File: src/rtl/core/keyframe_catmull_rom_player_defines.svh
// ---------------------------------------------------------------------------
// Assertion macros for the keyframe player
// Concurrent checks, compiled out when SYNTH is defined.
// ---------------------------------------------------------------------------
`ifndef KEYFRAME_CATMULL_ROM_PLAYER_DEFINES_SVH
`define KEYFRAME_CATMULL_ROM_PLAYER_DEFINES_SVH

`ifndef SYNTH
`define KCR_ASSERT_IMP(lbl, clk, rst, ante, cons) \
   lbl: assert property (@(posedge clk) disable iff (rst) (ante) |-> (cons)) \
      else $error("kcr assertion failed");
`define KCR_ASSERT_NXT(lbl, clk, rst, ante, cons) \
   lbl: assert property (@(posedge clk) disable iff (rst) (ante) |=> (cons)) \
      else $error("kcr assertion failed");
`else
`define KCR_ASSERT_IMP(lbl, clk, rst, ante, cons)
`define KCR_ASSERT_NXT(lbl, clk, rst, ante, cons)
`endif

`endif

File: src/rtl/core/kcr_pkg.sv
// ---------------------------------------------------------------------------
// Keyframe player package
// Sizes, codes and controller/datapath interface types.
// ---------------------------------------------------------------------------
package kcr_pkg;

   localparam int KEYFRAMES     = 4;
   localparam int FRAC_BITS     = 16;
   localparam int WORDS_PER_KEY = 10;
   localparam int NUM_CH        = 9;
   localparam int DUR_CH        = 9;

   localparam int KEY_W   = $clog2(KEYFRAMES);
   localparam int DEPTH   = KEYFRAMES * WORDS_PER_KEY;
   localparam int ADDR_W  = $clog2(DEPTH);
   localparam int CH_W    = 4;
   localparam int DIV_W   = 32 + FRAC_BITS;
   localparam int P_W     = DIV_W + 1;
   localparam int F_W     = FRAC_BITS + 1;
   localparam int E_W     = 36;
   localparam int ACC_W   = 40;
   localparam int PROD_W  = ACC_W + F_W + 1;
   localparam int CNT_W   = $clog2(DIV_W + 1);
   localparam int STEP_W  = 2;

   localparam int REQ_TDATA_W = 72;
   localparam int RSP_TDATA_W = 296;

   localparam logic [1:0] OP_LOAD  = 2'd0;
   localparam logic [1:0] OP_START = 2'd1;
   localparam logic [1:0] OP_TICK  = 2'd2;

   localparam logic [1:0] STEP_E2 = 2'd0;
   localparam logic [1:0] STEP_E1 = 2'd1;
   localparam logic [1:0] STEP_E0 = 2'd2;

   typedef enum logic [3:0] {
      ST_IDLE,
      ST_RD_DUR,
      ST_DIV_INIT,
      ST_DIV,
      ST_SEG,
      ST_RD,
      ST_EVAL,
      ST_MUL,
      ST_ADD,
      ST_STORE,
      ST_FINISH
   } state_type;

   typedef struct packed {
      logic              clear_res;
      logic              load_word;
      logic              start;
      logic              tick_begin;
      logic              rd_en;
      logic              rd_dur;
      logic [1:0]        rd_pt;
      logic              div_init;
      logic              div_step;
      logic              seg_calc;
      logic              eval;
      logic              mul;
      logic              add;
      logic [STEP_W-1:0] step;
      logic              store;
      logic [CH_W-1:0]   chan;
      logic              finish;
   } cmd_type;

   typedef struct packed {
      logic active;
   } status_type;

endpackage

File: src/rtl/core/kcr_ctrl.sv
// ---------------------------------------------------------------------------
// Keyframe player controller
// Sequences divide, point reads and the nine channel evaluations.
// ---------------------------------------------------------------------------
`include "keyframe_catmull_rom_player_defines.svh"

module kcr_ctrl (
   input  logic                clock,
   input  logic                reset,
   input  logic                req_tvalid,
   output logic                req_tready,
   input  logic [1:0]          op,
   output logic                rsp_tvalid,
   input  logic                rsp_tready,
   output kcr_pkg::cmd_type    cmd,
   input  kcr_pkg::status_type status
);
   import kcr_pkg::*;

   state_type        state_ff, state_in;
   logic [CNT_W-1:0] cnt_ff, cnt_in;
   logic [CH_W-1:0]  chan_ff, chan_in;
   logic             valid_ff, valid_in;
   logic             accept, tick_go;

   assign req_tready = (state_ff == ST_IDLE) && (!valid_ff || rsp_tready);
   assign accept     = req_tvalid && req_tready;
   assign tick_go    = accept && op == OP_TICK && status.active;

   // next state
   always_comb begin
      state_in = state_ff;
      cnt_in   = cnt_ff;
      chan_in  = chan_ff;
      case (state_ff)
         ST_IDLE: begin
            cnt_in = '0;
            if (tick_go)
               state_in = ST_RD_DUR;
         end
         ST_RD_DUR: begin
            cnt_in = cnt_ff + 1'b1;
            if (cnt_ff == CNT_W'(1))
               state_in = ST_DIV_INIT;
         end
         ST_DIV_INIT: begin
            cnt_in   = '0;
            state_in = ST_DIV;
         end
         ST_DIV: begin
            cnt_in = cnt_ff + 1'b1;
            if (cnt_ff == CNT_W'(DIV_W - 1))
               state_in = ST_SEG;
         end
         ST_SEG: begin
            cnt_in   = '0;
            chan_in  = '0;
            state_in = ST_RD;
         end
         ST_RD: begin
            cnt_in = cnt_ff + 1'b1;
            if (cnt_ff == CNT_W'(4))
               state_in = ST_EVAL;
         end
         ST_EVAL: begin
            cnt_in   = '0;
            state_in = ST_MUL;
         end
         ST_MUL: state_in = ST_ADD;
         ST_ADD: begin
            cnt_in = cnt_ff + 1'b1;
            state_in = (cnt_ff == CNT_W'(STEP_E0)) ? ST_STORE : ST_MUL;
         end
         ST_STORE: begin
            cnt_in = '0;
            if (chan_ff == CH_W'(NUM_CH - 1)) begin
               state_in = ST_FINISH;
            end else begin
               chan_in  = chan_ff + 1'b1;
               state_in = ST_RD;
            end
         end
         ST_FINISH: state_in = ST_IDLE;
         default:   state_in = ST_IDLE;
      endcase
   end

   // outputs
   always_comb begin
      cmd            = '0;
      cmd.chan       = chan_ff;
      cmd.step       = cnt_ff[STEP_W-1:0];
      cmd.rd_pt      = cnt_ff[1:0];
      valid_in       = valid_ff && !rsp_tready;
      case (state_ff)
         ST_IDLE: begin
            if (accept) begin
               cmd.load_word  = op == OP_LOAD;
               cmd.start      = op == OP_START;
               cmd.tick_begin = tick_go;
               cmd.clear_res  = !tick_go;
               valid_in       = !tick_go;
            end
         end
         ST_RD_DUR: begin
            cmd.rd_en  = cnt_ff == '0;
            cmd.rd_dur = 1'b1;
         end
         ST_DIV_INIT: cmd.div_init = 1'b1;
         ST_DIV:      cmd.div_step = 1'b1;
         ST_SEG:      cmd.seg_calc = 1'b1;
         ST_RD:       cmd.rd_en    = cnt_ff < CNT_W'(4);
         ST_EVAL:     cmd.eval     = 1'b1;
         ST_MUL:      cmd.mul      = 1'b1;
         ST_ADD:      cmd.add      = 1'b1;
         ST_STORE:    cmd.store    = 1'b1;
         ST_FINISH: begin
            cmd.finish = 1'b1;
            valid_in   = 1'b1;
         end
         default: ;
      endcase
   end

   always_ff @(posedge clock) begin
      if (reset) begin
         state_ff <= ST_IDLE;
         cnt_ff   <= '0;
         chan_ff  <= '0;
         valid_ff <= 1'b0;
      end else begin
         state_ff <= state_in;
         cnt_ff   <= cnt_in;
         chan_ff  <= chan_in;
         valid_ff <= valid_in;
      end
   end

   assign rsp_tvalid = valid_ff;

   `KCR_ASSERT_IMP(a_busy_no_ready, clock, reset, state_ff != ST_IDLE, !req_tready)
   `KCR_ASSERT_IMP(a_div_bound, clock, reset, state_ff == ST_DIV, cnt_ff < CNT_W'(DIV_W))
   `KCR_ASSERT_NXT(a_tick_no_early_rsp, clock, reset, tick_go, !rsp_tvalid)
   `KCR_ASSERT_IMP(a_chan_bound, clock, reset, state_ff != ST_IDLE, chan_ff < CH_W'(NUM_CH))

endmodule

File: config.mk
export PLATFORM = sky130hd
export DESIGN_NAME = kcr_ctrl
export DESIGN_NICKNAME = d
export VERILOG_FILES = /design/src/rtl/core/kcr_pkg.sv /design/src/rtl/core/kcr_ctrl.sv
export VERILOG_INCLUDE_DIRS = /design/src /design/src/rtl/core
export SDC_FILE = /design/constraint.sdc
export NUM_CORES = 1
export LEC_CHECK = 0
export BUFFER_PORTS_ARGS = -buffer_cell sky130_fd_sc_hd__buf_2
export CORE_MARGIN = 10
export CORE_UTILIZATION = 33
export DETAILED_ROUTE_END_ITERATION = 8
export GPL_ROUTABILITY_DRIVEN = 0
export GPL_TIMING_DRIVEN = 0
export PLACE_DENSITY_LB_ADDON = 0.05
export SKIP_LAST_GASP = 1
export SYNTH_ARGS = -nofsm -noshare
export SYNTH_HDL_FRONTEND = slang
export SYNTH_SLANG_ARGS = --single-unit
File: constraint.sdc
create_clock -name clock -period 3.1 [get_ports clock]
set_clock_uncertainty 0.1 [all_clocks]
set_input_delay 0.31 -clock clock [delete_from_list [all_inputs] [get_ports clock]]
set_output_delay 0.31 -clock clock [all_outputs]
set_load 0.02 [all_outputs]
# [Word level (Yosys, flattened, before mapping)]
# Cells that the tools add are included.
[word_totals] wordCells=71 regBits=15
[op_classes] n_reduce_logical=18 n_lt_le_gt_ge=1 add_sub_neg=2 mux=24 n_eq_ne=22
[ops] cell="one-hot mux 4 bit (10 select lines)" count=1
[ops] cell="2-to-1 mux 4 bit" count=9
[ops] cell="== test 4 x 3 -> 1 bit, second input constant" count=4
[ops] cell="== test 4 bit, second input constant" count=4
[ops] cell="one-hot mux 6 bit (2 select lines)" count=1
[ops] cell="2-to-1 mux 1 bit" count=10
[ops] cell="inequality test 2 bit, second input constant" count=5
[ops] cell="== test 4 x 2 -> 1 bit, second input constant" count=2
[ops] cell="one-hot mux 4 bit (2 select lines)" count=1
[ops] cell="adder 6 x 1 -> 6 bit, second input constant" count=1
[ops] cell="== test 6 x 1 -> 1 bit, second input constant" count=1
[ops] cell="== test 6 x 2 -> 1 bit, second input constant" count=1
[ops] cell="== test 6 x 3 -> 1 bit, second input constant" count=1
[ops] cell="== test 6 bit, second input constant" count=1
[ops] cell="logical NOT 6 bit" count=1
[ops] cell="less-than comparator 6 x 3 -> 1 bit, second input constant" count=1
[ops] cell="logical AND 1 bit" count=5
[ops] cell="OR reduction 5 bit" count=1
[ops] cell="adder 4 x 1 -> 4 bit, second input constant" count=1
[ops] cell="== test 4 x 1 -> 1 bit, second input constant" count=1
[ops] cell="logical NOT 4 bit" count=1
[ops] cell="one-hot mux 1 bit (2 select lines)" count=2
[ops] cell="AND reduction 4 bit" count=1
[ops] cell="nonzero test 2 bit" count=2
[ops] cell="7 further kinds" count=9

# [Longest topological paths before layout]
[depth] word_depth=9 mapped_depth=7 mapped_depth_nobuf=7

# [Worst setup path after synthesis]
# Ideal clock, no wire load.
[synth_path] path_type="flip-flop to output port" start="register cnt_ff[2]" end="output port cmd[17] (netlist name)" required_ns=2.690 arrival_ns=1.589 n_path_buf=0 stages_incl_launch_ff=3 setup_slack_ns=1.101 path_cell_list="dfxtp_1 -> or4_4 -> nor4_1"
[synth_rtl] item="start, declared" line_no="kcr_ctrl.sv:21" rtl="logic [CNT_W-1:0] cnt_ff, cnt_in;"
[synth_rtl] item="start signal, assigned" line_no="kcr_ctrl.sv:133" rtl="cnt_ff <= cnt_in;"
[synth_rtl] item="end, declared" line_no="kcr_ctrl.sv:15" rtl="output kcr_pkg::cmd_type cmd,"

==> impl_summary.txt <==
----------------------------------------------------
[Synthesis]
  YS warnings ... 0
  Xor/xnor share of the synthesized area ... 0.0521
  Synth Net Count ... 161
  Library cell occupying the most area in the post-synthesis netlist ... dfxtp_1
  Top cells by instance count after synthesis ... 27 x nor2_1, 15 x dfxtp_1, 9 x nor3_1
  Cell with the most instances after synthesis ... nor2_1
  Sequential fraction of the synthesis area ... 0.255
  Share of the synthesized area in the top cell type ... 0.255
  Netlist Area Pre-Place ... 0.00118 sq mm
  Count of state elements after synthesis ... 15
  Adder-cell share of the synthesized area ... 0.0638
  Primary flip-flop cell chosen by synthesis mapping ... dfxtp_1
  Complex-gate fraction of the synthesized area ... 0.174
  Count of unique library cells instantiated by Yosys ... 47
  Async set-reset flop share out of synthesis ... 0
  Combinational family with the most area after synthesis ... simple AND/OR/NAND/NOR gates
  EDFF count, synth ... 0
  Multiplexer area fraction after synthesis ... 0.0181
  Count of mapped cells out of synthesis ... 148
  Area contributors post-synth ... dfxtp_1 26%, nor2_1 8.6%, ha_1 6.4%
  Post-synthesis area per instance ... 7.96 sq um
  Fraction of the mapped netlist area in simple logic gates ... 0.359

[GRT]
  Pin count of the biggest net entering global routing ... 11
  Total congestion overflow after global routing ... 0
  Vias in the first global route ... 1163
  Initial antenna violation count ... 0
  Wire length of the first global-routing pass ... 5580 um
  Total GRT Usage ... 0.108

[Routing]
  WL final ... 3310 um
  Detail Route Antenna Nets ... 0
  Number of DRC markers in iteration 0 ... 73
  Number of vias in the routed layout ... 1155
  WL/cell ... 14.5 um
  Via-per-instance ratio ... 5.07
  Pre-antenna DRT Iters ... 4
  Total DRC errors in the routed layout ... 0

[STA]
  Minimum clock period after layout ... 2.25 ns
  Final worst setup slack ... 0.853 ns
  Slew at the pin closest to its max-slew limit ... 0.522 ns
  Unrepaired setup endpoints after global routing ... false
  Final Hold Violating Endpoints ... 0
  Max-Slew Margin vs Limit ... 0.652
  Peak clock frequency supported by timing ... 445 MHz
  Max Transition Viols Final ... 0
  Setup-failing EPs final ... 0
  Total Negative Setup Slacks ... 0 ns
  Final clock period utilization by the worst path ... 0.725

[Pwr]
  Ratio of total power to cell area ... 561 mW/mm^2
  Highest ir drop seen on vdd ... 0.249 mV
  Pleak ... 0.626 nW

[Clocking]
  Clock latency on the worst-skew pair ... 0.29 ns
  H-tree Lvls ... 1
  CTS Hold Buffers Added ... 0
  Clock tree from TritonCTS ... yes
  Buffers from clock root to sink, at most ... 2
  Post-CTS repair timing setup buffer count ... 0
  Number of sinks on the clock net ... 15
  Post-CTS clock slew at the launch and capture registers of the worst setup and hold paths ... 0.10 ns
  Number of buffers created by CTS ... 3
  CTS root buffer ... clkbuf_4
  Resized Gates After CTS ... 0

[Placement]
  Cell area reported after detailed placement ... 0.00139 sq mm
  DPL Wire Length ... 2580 um
  Pre-CTS WS ... 1.20 ns
  Number of input and output port buffers inserted ... 30

[Final layout]
  Number of fill cells in the layout ... 358
  Antenna Cells ... 0
  Final #Nets ... 196
  Synth-to-Final Area Change ... 19.9%
  Post-Layout Inst Area ... 0.00141 sq mm
  Proportion of layout cells with a drive suffix above 1 ... 0.302

[Worst hold path]
  Type of the tightest min-delay check ... input port to flip-flop

[Setup path]
  Path type of the worst setup path ... flip-flop to primary output
  Crit path launch type ... flip-flop
  Data required time of the critical path ... 2.69 ns
  Crit. End Element ... primary output
  Critical Path Fanout Max ... 10
  Data arrival, critical path ... 1.84 ns

[Flow run]
  Max-cap viol count ... 0

[Outcome]
  Result of the run ... completed

[Floorplan]
  Floorplan die height ... 79.7 um
  Die outline width ... 79.7 um
  Core area ... 0.00339 sq mm
  Die Footprint ... 0.00636 sq mm
  Site Rows ... 21
  Number of primary I/O pins ... 31
  Starting Density ... 0.347

----------------------------------------------------
[cell usage in the layout, fill, tap and decap left out, types with 2 or more instances in the layout]
cell type   n
a22oi_1     2
inv_1       5
o21ai_1     3
nand2_1     6
a211oi_1    3
and3_2      2
nor2_1     27
nor2_2      2
a211oi_2    2
clkbuf_1    2
clkbuf_4    3
a21oi_1     2
nand2b_1    6
buf_4       5
xnor2_1     3
nand4_1     2
buf_2      34
a31oi_1     2
nor2b_1     2
xor2_1      4
o21ai_0     4
nand3b_1    4
ha_1        6
nor3b_1     3
nor3_1      9
dfxtp_1    15
nand3_1     3
[state kept, by name (all words and copies together), names as in the netlist]
name	count
state_ff	4
cnt_ff	6
rsp_tvalid	1
chan_ff	4
[worst max-delay path: stages (launching register included)]
cell	delay (ns)
dfxtp_1	0.40
buf_6	0.18
or2_4	0.27
nor3_2	0.16
nand3_1	0.16
nor3b_1	0.19
buf_2	0.19
[per-stage QoR]
step	hold slack (ns)	cells	utilization	power, mW
2_1_floorplan	0.371	148	-	0.558
3_3_place_gp	0.428	224	0.409	0.671
3_5_place_dp	0.432	224	0.409	0.678
4_1_cts	0.223	228	0.416	0.803
5_1_grt	0.241	228	0.416	0.854
6_report	0.237	228	0.416	0.792
[cells by family after synthesis]
logic type | after synthesis
AO/OA/AOI/OAI | 24
XOR/XNOR | 7
adder cells (fa/ha/maj) | 6
buffers and inverters | 16
flip-flops | 15
multiplexers | 2
AND/OR/NAND/NOR | 78
[routing by layer]
metal  part of all wire  wire (um)  global-route usage  vias to the layer above
met5                  0          0                   0                        -
li1                   -          -                   -                      589
met2               0.51       1690               0.189                       17
met1               0.43       1430               0.121                      547
met3              0.050        165              0.0405                        2
met4             0.0054         18              0.0194                        0
[where the power goes]
part           internal [mW]  switching (mW)  leakage [nW]
clock                 0.0500          0.0725        0.0150
combinational          0.161           0.277         0.490
sequential             0.211          0.0215         0.121
[final timing paths]
kind	startpoint	to	slack [ns]	cells past startpoint
max	state_ff[2]	cmd[19]	0.85	6
min	req_tvalid	rsp_tvalid	0.24	3
max reg2reg	cnt_ff[0]	state_ff[2]	1.18	7
min reg2reg	chan_ff[0]	chan_ff[0]	0.45	2
[area by class of cell]
| class | instances | area [sq um] | area share |
|---|---|---|---|
| multi-input cells | 117 | 786 | 0.557 |
| plain buffers | 11 | 72.6 | 0.0514 |
| inverters | 5 | 18.8 | 0.0133 |
| flip-flops and latches | 15 | 300 | 0.213 |
| well taps | 46 | 57.6 | 0.0408 |
| repair buffers | 30 | 150 | 0.106 |
| clock buffers | 4 | 26.3 | 0.0186 |
(Power assumes the default switching activity.)
